[config.mk]
export PLATFORM = sky130hd
export DESIGN_NAME = circular_deque_unit
export DESIGN_NICKNAME = d
export VERILOG_FILES = /design/src/cdq_pkg.sv /design/src/cdq_ram.sv /design/src/circular_deque_unit.sv
export SDC_FILE = /design/constraint.sdc
export NUM_CORES = 1
export LEC_CHECK = 0
export BUFFER_PORTS_ARGS = -buffer_cell sky130_fd_sc_hd__buf_2
export CAP_MARGIN = 20
export CORE_MARGIN = 5
export CORE_UTILIZATION = 35
export DETAILED_ROUTE_END_ITERATION = 8
export PLACE_DENSITY = 0.57
export REMOVE_ABC_BUFFERS = 1
export SYNTH_ARGS = -nofsm -noshare
export SYNTH_HDL_FRONTEND = slang
export SYNTH_SLANG_ARGS = --single-unit
[constraint.sdc]
create_clock -name clock -period 4.75 [get_ports clock]
set_input_delay 0.7125 -clock clock [delete_from_list [all_inputs] [get_ports clock]]
set_output_delay 0.7125 -clock clock [all_outputs]
set_load 0.01 [all_outputs]
[src/cdq_pkg.sv]
// shared constants and operation codes for the circular deque
`timescale 1ns / 1ps

package cdq_pkg;

   localparam int WORD_W        = 32;
   localparam int FUNC_W        = 3;
   localparam int DEPTH_DEFAULT = 16;

   // operation codes carried on the request side; unlisted codes act as a peek
   localparam logic [FUNC_W-1:0] OP_PUSH_FRONT = 3'd0;
   localparam logic [FUNC_W-1:0] OP_PUSH_REAR  = 3'd1;
   localparam logic [FUNC_W-1:0] OP_POP_FRONT  = 3'd2;
   localparam logic [FUNC_W-1:0] OP_POP_REAR   = 3'd3;
   localparam logic [FUNC_W-1:0] OP_PEEK       = 3'd4;

endpackage

[src/cdq_ram.sv]
// generic ram, one write port and two registered read ports
`timescale 1ns / 1ps

module cdq_ram #(
   parameter int WIDTH = cdq_pkg::WORD_W,
   parameter int DEPTH = cdq_pkg::DEPTH_DEFAULT,
   localparam int AW = (DEPTH > 1) ? $clog2(DEPTH) : 1
) (
   input  logic             clock,
   input  logic             wr_en,
   input  logic [AW-1:0]    wr_addr,
   input  logic [WIDTH-1:0] wr_data,
   input  logic [AW-1:0]    rd_addr_a,
   output logic [WIDTH-1:0] rd_data_a,
   input  logic [AW-1:0]    rd_addr_b,
   output logic [WIDTH-1:0] rd_data_b
);

   logic [WIDTH-1:0] mem [DEPTH];

   always_ff @(posedge clock) begin
      if (wr_en) begin
         mem[wr_addr] <= wr_data;
      end
      rd_data_a <= mem[rd_addr_a];
      rd_data_b <= mem[rd_addr_b];
   end

endmodule

[src/circular_deque_unit.sv]
// circular deque top level: request register, ring store with cached ends, result register
// an accepted request is held in the request register, then its result in the result register
// throughput: one op per cycle while rsp_tready is high, pushes and pops of either end in any mix
// the ram registers the neighbor of each end as the pointers update, so the cached ends refill
// reset clears pointers, empty mark and valid bits; the ring store itself is not cleared
`timescale 1ns / 1ps

module circular_deque_unit #(
   parameter int DEPTH = cdq_pkg::DEPTH_DEFAULT
) (
   input  logic          clock,
   input  logic          reset,
   input  logic          req_tvalid,
   output logic          req_tready,
   input  logic [31:0]   req_tdata,   // push_value[31:0]
   input  logic [7:0]    req_tuser,   // func[2:0], zero[7:3]
   output logic          rsp_tvalid,
   input  logic          rsp_tready,
   output logic [95:0]   rsp_tdata,   // popped_value[31:0], front_value[63:32], rear_value[95:64]
   output logic [7:0]    rsp_tuser    // ok[0], is_empty[1], is_full[2], zero[7:3]
);

   localparam int AW = (DEPTH > 1) ? $clog2(DEPTH) : 1;
   localparam int WW = cdq_pkg::WORD_W;

   function automatic logic [AW-1:0] nxt(input logic [AW-1:0] i);
      return (i == AW'(DEPTH - 1)) ? '0 : i + 1'b1;
   endfunction

   function automatic logic [AW-1:0] prv(input logic [AW-1:0] i);
      return (i == '0) ? AW'(DEPTH - 1) : i - 1'b1;
   endfunction

   // request register
   logic                      op_vld_ff, op_vld_in;
   logic [cdq_pkg::FUNC_W-1:0] op_func_ff;
   logic [WW-1:0]             op_value_ff;

   // deque state
   logic [AW-1:0] head_ff, head_in;
   logic [AW-1:0] tail_ff, tail_in;
   logic          empty_ff, empty_in;
   logic [WW-1:0] front_ff, front_in;
   logic [WW-1:0] rear_ff, rear_in;

   // ram and forwarding
   logic          wr_en;
   logic [AW-1:0] wr_addr;
   logic [WW-1:0] wr_data;
   logic [AW-1:0] rd_addr_a, rd_addr_b;
   logic [WW-1:0] rd_data_a, rd_data_b;
   logic          hit_a_ff, hit_b_ff;
   logic [WW-1:0] byp_ff;
   logic [WW-1:0] next_front, next_rear;

   // result register
   logic          out_vld_ff, out_vld_in;
   logic          ok_ff, ok_in;
   logic          is_empty_ff;
   logic          is_full_ff, is_full_in;
   logic [WW-1:0] popped_ff, popped_in;
   logic [WW-1:0] front_out_ff, rear_out_ff;

   logic go;
   logic full_now;
   logic single;

   assign go         = op_vld_ff && (!out_vld_ff || rsp_tready);
   assign req_tready = !op_vld_ff || go;
   assign full_now   = !empty_ff && (nxt(tail_ff) == head_ff);
   assign single     = !empty_ff && (head_ff == tail_ff);

   // ram words beside each end, with the write of the same edge forwarded
   assign next_front = hit_a_ff ? byp_ff : rd_data_a;
   assign next_rear  = hit_b_ff ? byp_ff : rd_data_b;

   always_comb begin
      head_in   = head_ff;
      tail_in   = tail_ff;
      empty_in  = empty_ff;
      front_in  = front_ff;
      rear_in   = rear_ff;
      ok_in     = 1'b0;
      popped_in = '0;
      wr_en     = 1'b0;
      wr_addr   = head_ff;
      wr_data   = op_value_ff;
      if (go) begin
         unique case (op_func_ff)
            cdq_pkg::OP_PUSH_FRONT, cdq_pkg::OP_PUSH_REAR: begin
               if (empty_ff) begin
                  head_in  = '0;
                  tail_in  = '0;
                  empty_in = 1'b0;
                  front_in = op_value_ff;
                  rear_in  = op_value_ff;
                  wr_en    = 1'b1;
                  wr_addr  = '0;
                  ok_in    = 1'b1;
               end else if (!full_now) begin
                  if (op_func_ff == cdq_pkg::OP_PUSH_FRONT) begin
                     head_in  = prv(head_ff);
                     wr_addr  = prv(head_ff);
                     front_in = op_value_ff;
                  end else begin
                     tail_in = nxt(tail_ff);
                     wr_addr = nxt(tail_ff);
                     rear_in = op_value_ff;
                  end
                  wr_en = 1'b1;
                  ok_in = 1'b1;
               end
            end
            cdq_pkg::OP_POP_FRONT: begin
               if (!empty_ff) begin
                  ok_in     = 1'b1;
                  popped_in = front_ff;
                  if (single) begin
                     empty_in = 1'b1;
                  end else begin
                     head_in  = nxt(head_ff);
                     front_in = next_front;
                  end
               end
            end
            cdq_pkg::OP_POP_REAR: begin
               if (!empty_ff) begin
                  ok_in     = 1'b1;
                  popped_in = rear_ff;
                  if (single) begin
                     empty_in = 1'b1;
                  end else begin
                     tail_in = prv(tail_ff);
                     rear_in = next_rear;
                  end
               end
            end
            default: begin
               // peek and unused codes leave the state alone
            end
         endcase
      end
      rd_addr_a  = nxt(head_in);
      rd_addr_b  = prv(tail_in);
      is_full_in = !empty_in && (nxt(tail_in) == head_in);
   end

   always_comb begin
      op_vld_in = op_vld_ff;
      if (req_tvalid && req_tready) begin
         op_vld_in = 1'b1;
      end else if (go) begin
         op_vld_in = 1'b0;
      end
      out_vld_in = out_vld_ff;
      if (go) begin
         out_vld_in = 1'b1;
      end else if (rsp_tready) begin
         out_vld_in = 1'b0;
      end
   end

   always_ff @(posedge clock) begin
      if (reset) begin
         op_vld_ff  <= 1'b0;
         out_vld_ff <= 1'b0;
         head_ff    <= '0;
         tail_ff    <= '0;
         empty_ff   <= 1'b1;
      end else begin
         op_vld_ff  <= op_vld_in;
         out_vld_ff <= out_vld_in;
         head_ff    <= head_in;
         tail_ff    <= tail_in;
         empty_ff   <= empty_in;
      end
   end

   always_ff @(posedge clock) begin
      if (req_tvalid && req_tready) begin
         op_func_ff  <= req_tuser[cdq_pkg::FUNC_W-1:0];
         op_value_ff <= req_tdata[WW-1:0];
      end
      front_ff <= front_in;
      rear_ff  <= rear_in;
      hit_a_ff <= wr_en && (wr_addr == rd_addr_a);
      hit_b_ff <= wr_en && (wr_addr == rd_addr_b);
      byp_ff   <= wr_data;
      if (go) begin
         ok_ff        <= ok_in;
         popped_ff    <= popped_in;
         is_empty_ff  <= empty_in;
         is_full_ff   <= is_full_in;
         front_out_ff <= empty_in ? '0 : front_in;
         rear_out_ff  <= empty_in ? '0 : rear_in;
      end
   end

   cdq_ram #(
      .WIDTH (WW),
      .DEPTH (DEPTH)
   ) u_ring (
      .clock     (clock),
      .wr_en     (wr_en),
      .wr_addr   (wr_addr),
      .wr_data   (wr_data),
      .rd_addr_a (rd_addr_a),
      .rd_data_a (rd_data_a),
      .rd_addr_b (rd_addr_b),
      .rd_data_b (rd_data_b)
   );

   assign rsp_tvalid = out_vld_ff;
   assign rsp_tdata  = {rear_out_ff, front_out_ff, popped_ff};
   assign rsp_tuser  = {5'b0, is_full_ff, is_empty_ff, ok_ff};

   // pointers never leave the ring
   a_ptr_range: assert property (@(posedge clock) disable iff (reset)
      (head_ff <= AW'(DEPTH - 1)) && (tail_ff <= AW'(DEPTH - 1)))
      else $error("deque pointer out of range");

   // a refused push leaves both pointers where they were
   a_refused_push: assert property (@(posedge clock) disable iff (reset)
      go && full_now && (op_func_ff == cdq_pkg::OP_PUSH_FRONT
                         || op_func_ff == cdq_pkg::OP_PUSH_REAR)
      |=> $stable(head_ff) && $stable(tail_ff) && !empty_ff)
      else $error("refused push moved the deque");

   // an empty deque reports zero ends and is never full
   a_empty_ends: assert property (@(posedge clock) disable iff (reset)
      out_vld_ff && is_empty_ff |-> (front_out_ff == '0) && (rear_out_ff == '0) && !is_full_ff)
      else $error("empty deque reported data at its ends");

   // popped word is zero unless the step succeeded
   a_popped_zero: assert property (@(posedge clock) disable iff (reset)
      out_vld_ff && !ok_ff |-> popped_ff == '0)
      else $error("popped word set on a refused step");

   // a held request stays until the result slot frees
   a_op_held: assert property (@(posedge clock) disable iff (reset)
      op_vld_ff && !go |=> op_vld_ff && $stable(op_func_ff) && $stable(op_value_ff))
      else $error("pending operation lost");

endmodule

==> results_dict.tcl <==
set metrics [dict create \
    status "completed" \
    fp.coreArea_um2 111000 \
    synth_enable_flop_cells 646 \
    seq_area_frac_synth_pct 58.5 \
    ir_worst_vdd_uv 284 \
    hold_path_depth 1 \
    wire_per_inst_um 26.7 \
    seq_area_um2 22900 \
    worstHoldStart "req_tdata[14]" \
    worstReg2RegEnd "u_ring.rd_data_b[28]$_DFF_P_" \
    die_area_um2 118000 \
    cp_top_family "compound AO/OA/AOI/OAI gates" \
    cp_max_fo 23 \
    critPathMaxStageDelay_ns 0.54 \
    r2r-start "tail_ff[1]$_SDFF_PP0_" \
    dp_hpwl_mm 75.1 \
    antenna_found_initial 6 \
    nFillCells 10406 \
    drive_above_1_share_pct 16.8 \
    ios 150 \
    critPathRequiredTime_ns 5.34 \
    async_reset_ff_share_pct 0 \
    clk_pin_slew_ns 0.07 \
    hold_ws_ns 0.204 \
    tritoncts "done" \
    gr-usage-all-layers_pct 21.3 \
    multi_input_comb_area_um2 15000 \
    clock_sinks 819 \
    skew_ns 0.0302 \
    mostFrequentLayoutCell "edfxtp_1" \
    ys_seq_elements 819 \
    dp.cells 4678 \
    crit_path_end_kind "register" \
    grt_pass1_wl_mm 190 \
    rr_worst_depth 18 \
    finalWorstPathRequiredPeriod_ns 4.58 \
    cp_common_cell "inv_1" \
    root_buffer "clkbuf_16" \
    final_util_pct 41.5 \
    grt_max_degree 112 \
    maxSlewViolCount 0 \
    rsz0062_at_grt "no" \
    area_growth_pct 17.6 \
    rows 122 \
    routed_via_density 6.04 \
    ys.flop_type "edfxtp_1" \
    worstSetupStartpointType "register" \
    worstSkewPairLatency_ns 0.68 \
    cts_made_buffers 92 \
    most-common-layout-cells "edfxtp_1 (646), mux2i_1 (351), nor4_1 (201)" \
    cts.htree.levels 3 \
    r2r_slack_ns 0.17 \
    grt_pass1_vias 28736 \
    drt-initial-drc-count 2776 \
    worstPathArrival_ns 5.17 \
    gp_congestion 0.848 \
    ys_types 83 \
    path_cells "inv_1, ha_1, xor2_1, or3_4, a21oi_4, a21oi_1, o221ai_1, inv_1, ha_4, inv_1, nor3_1, a31oi_4, buf_12, a21oi_4, buf_12, a22oi_1, nand3_1, a32o_1" \
    setup_viol 0 \
    drv_cap 0 \
    drc_errors 0 \
    antenna_left 0 \
    min_path_type "in2reg" \
    avgSynthCellArea_um2 12.2 \
    grt-ovfl-total 0 \
    power.density_nw_per_um2 349 \
    die_h_um 344 \
    vias 29312 \
    tightestPinTransition_ns 1.07 \
    nNetsFinal 3337 \
    min_period_over_period_pct 96.5 \
    slowest_stage "dfxtp_1" \
    synth_cells 3204 \
    p_leak_nw 16.2 \
    place_area_um2 42900 \
    cts.path.max_buffers 3 \
    design_area_um2 46000 \
    detail_route.wirelength_mm 130 \
    path_buf_inv 5 \
    hold_buffers 0 \
    start_util_pct 35.3 \
    critPathKind "reg2reg" \
    portBuffers 139 \
    die_x_um 344 \
    dr.pass1.iters 8 \
    slew_headroom_pct 28.6 \
    synth_area_um2 39100 \
    finalHoldViolations 0 \
    fmax_ghz 0.218 \
    worstHoldEndpoint "op_value_ff[14]$_DFFE_PP_" \
    finalNonFillerCells 4852 \
    yosysWarnings 0 \
]
layout make-up:
cell class | instances | area share [%]
diodes | 1 | 0.00545
clock buffers | 119 | 5.43
clock inverters | 53 | 1.26
inverters | 17 | 0.150
multi-input cells | 2026 | 32.6
flip-flops and latches | 819 | 49.8
well taps | 1488 | 4.05
repair buffers | 329 | 6.74
flip-flops by register name (all words and copies together), names as in the netlist, 3 cells and up:
name / cells
op_value_ff: 32
u_ring.rd_data_a: 32
front_ff: 32
head_ff: 4
tail_ff: 4
rear_ff: 32
rear_out_ff: 32
byp_ff: 32
u_ring.mem: 512
u_ring.rd_data_b: 32
op_func_ff: 3
front_out_ff: 32
popped_ff: 32
how the worst max path moves through the flow:
stage,startpoint,end,cells past startpoint
finish,tail_ff[1]$_SDFF_PP0_,u_ring.rd_data_b[28]$_DFF_P_,18
global route,tail_ff[1]$_SDFF_PP0_,u_ring.rd_data_b[29]$_DFF_P_,18
CTS,tail_ff[1]$_SDFF_PP0_,u_ring.rd_data_b[28]$_DFF_P_,18
detailed placement,rsp_tready,u_ring.rd_data_a[28]$_DFF_P_,14
global placement,rsp_tready,u_ring.rd_data_a[28]$_DFF_P_,14
floorplan,tail_ff[2]$_SDFF_PP0_,u_ring.rd_data_a[26]$_DFF_P_,11
Yosys cell counts (all sizes together), types with 8 or more instances:
cell type | count | area [um^2]
a211oi | 200 | 1510
a21oi | 149 | 780
a221oi | 29 | 254
a222oi | 8 | 80.1
a22o | 64 | 561
a22oi | 127 | 953
a32o | 28 | 280
and2 | 67 | 419
buf | 96 | 562
clkbuf | 250 | 940
dfxtp | 173 | 3460
edfxtp | 646 | 19400
ha | 8 | 100
inv | 17 | 63.8
mux2i | 351 | 3510
mux4 | 30 | 676
nand2 | 109 | 409
nand2b | 10 | 62.6
nand3 | 47 | 235
nand4 | 60 | 375
nor2 | 201 | 754
nor3 | 13 | 65.1
nor4 | 203 | 1280
o21ai | 14 | 70.1
o22ai | 129 | 807
o311ai | 30 | 263
o31a | 8 | 70.1
or3 | 32 | 205
xnor2 | 13 | 114
per-layer routing:
| layer | part of all wire (%) | up-vias | GRT usage [%] |
|---|---|---|---|
| met1 | 42 | 14608 | 29.5 |
| met4 | 3.1 | 0 | 7.15 |
| li1 | - | 13006 | - |
| met2 | 46 | 1436 | 34.0 |
| met3 | 8.7 | 262 | 3.62 |
| met5 | 0 | - | 0 |
metrics by stage:
step / TNS [ns] / power, mW / setup slack, ns
after detailed placement: 0 / 8.96 / 0.238
after floorplan: -4219.05 / 8.66 / -12.56
after global placement: 0 / 8.95 / 0.283
after CTS: 0 / 16.2 / 0.218
after global routing: 0 / 16.6 / 0.0133
final: 0 / 16.1 / 0.169
where the power goes:
group | switching, mW | internal [mW] | leakage [nW] | total (mW)
registers | 0.245 | 7.95 | 7.35 | 8.20
clock network | 3.02 | 4.23 | 1.52 | 7.24
logic | 0.350 | 0.267 | 7.36 | 0.617
total | 3.61 | 12.4 | 16.2 | 16.1
what timing repair did:
action | CTS | global route
setup endpoints to repair | 0 | 13
resized for setup | 0 | 2
setup buffers | 0 | 0
logic make-up (layout without fill, tap and decap cells):
family / count (synthesis) / after routing / share of synthesized area, %
other: 1 / 6 / 0.00959
multiplexers: 382 / 382 / 10.7
flip-flops: 819 / 819 / 58.5
adder cells (fa/ha/maj): 8 / 8 / 0.256
AO/OA/AOI/OAI: 845 / 845 / 15.8
buffers and inverters: 363 / 518 / 4.00
AND/OR/NAND/NOR: 765 / 765 / 10.2
XOR/XNOR: 21 / 21 / 0.509
Power figures use the tool's default switching activity.
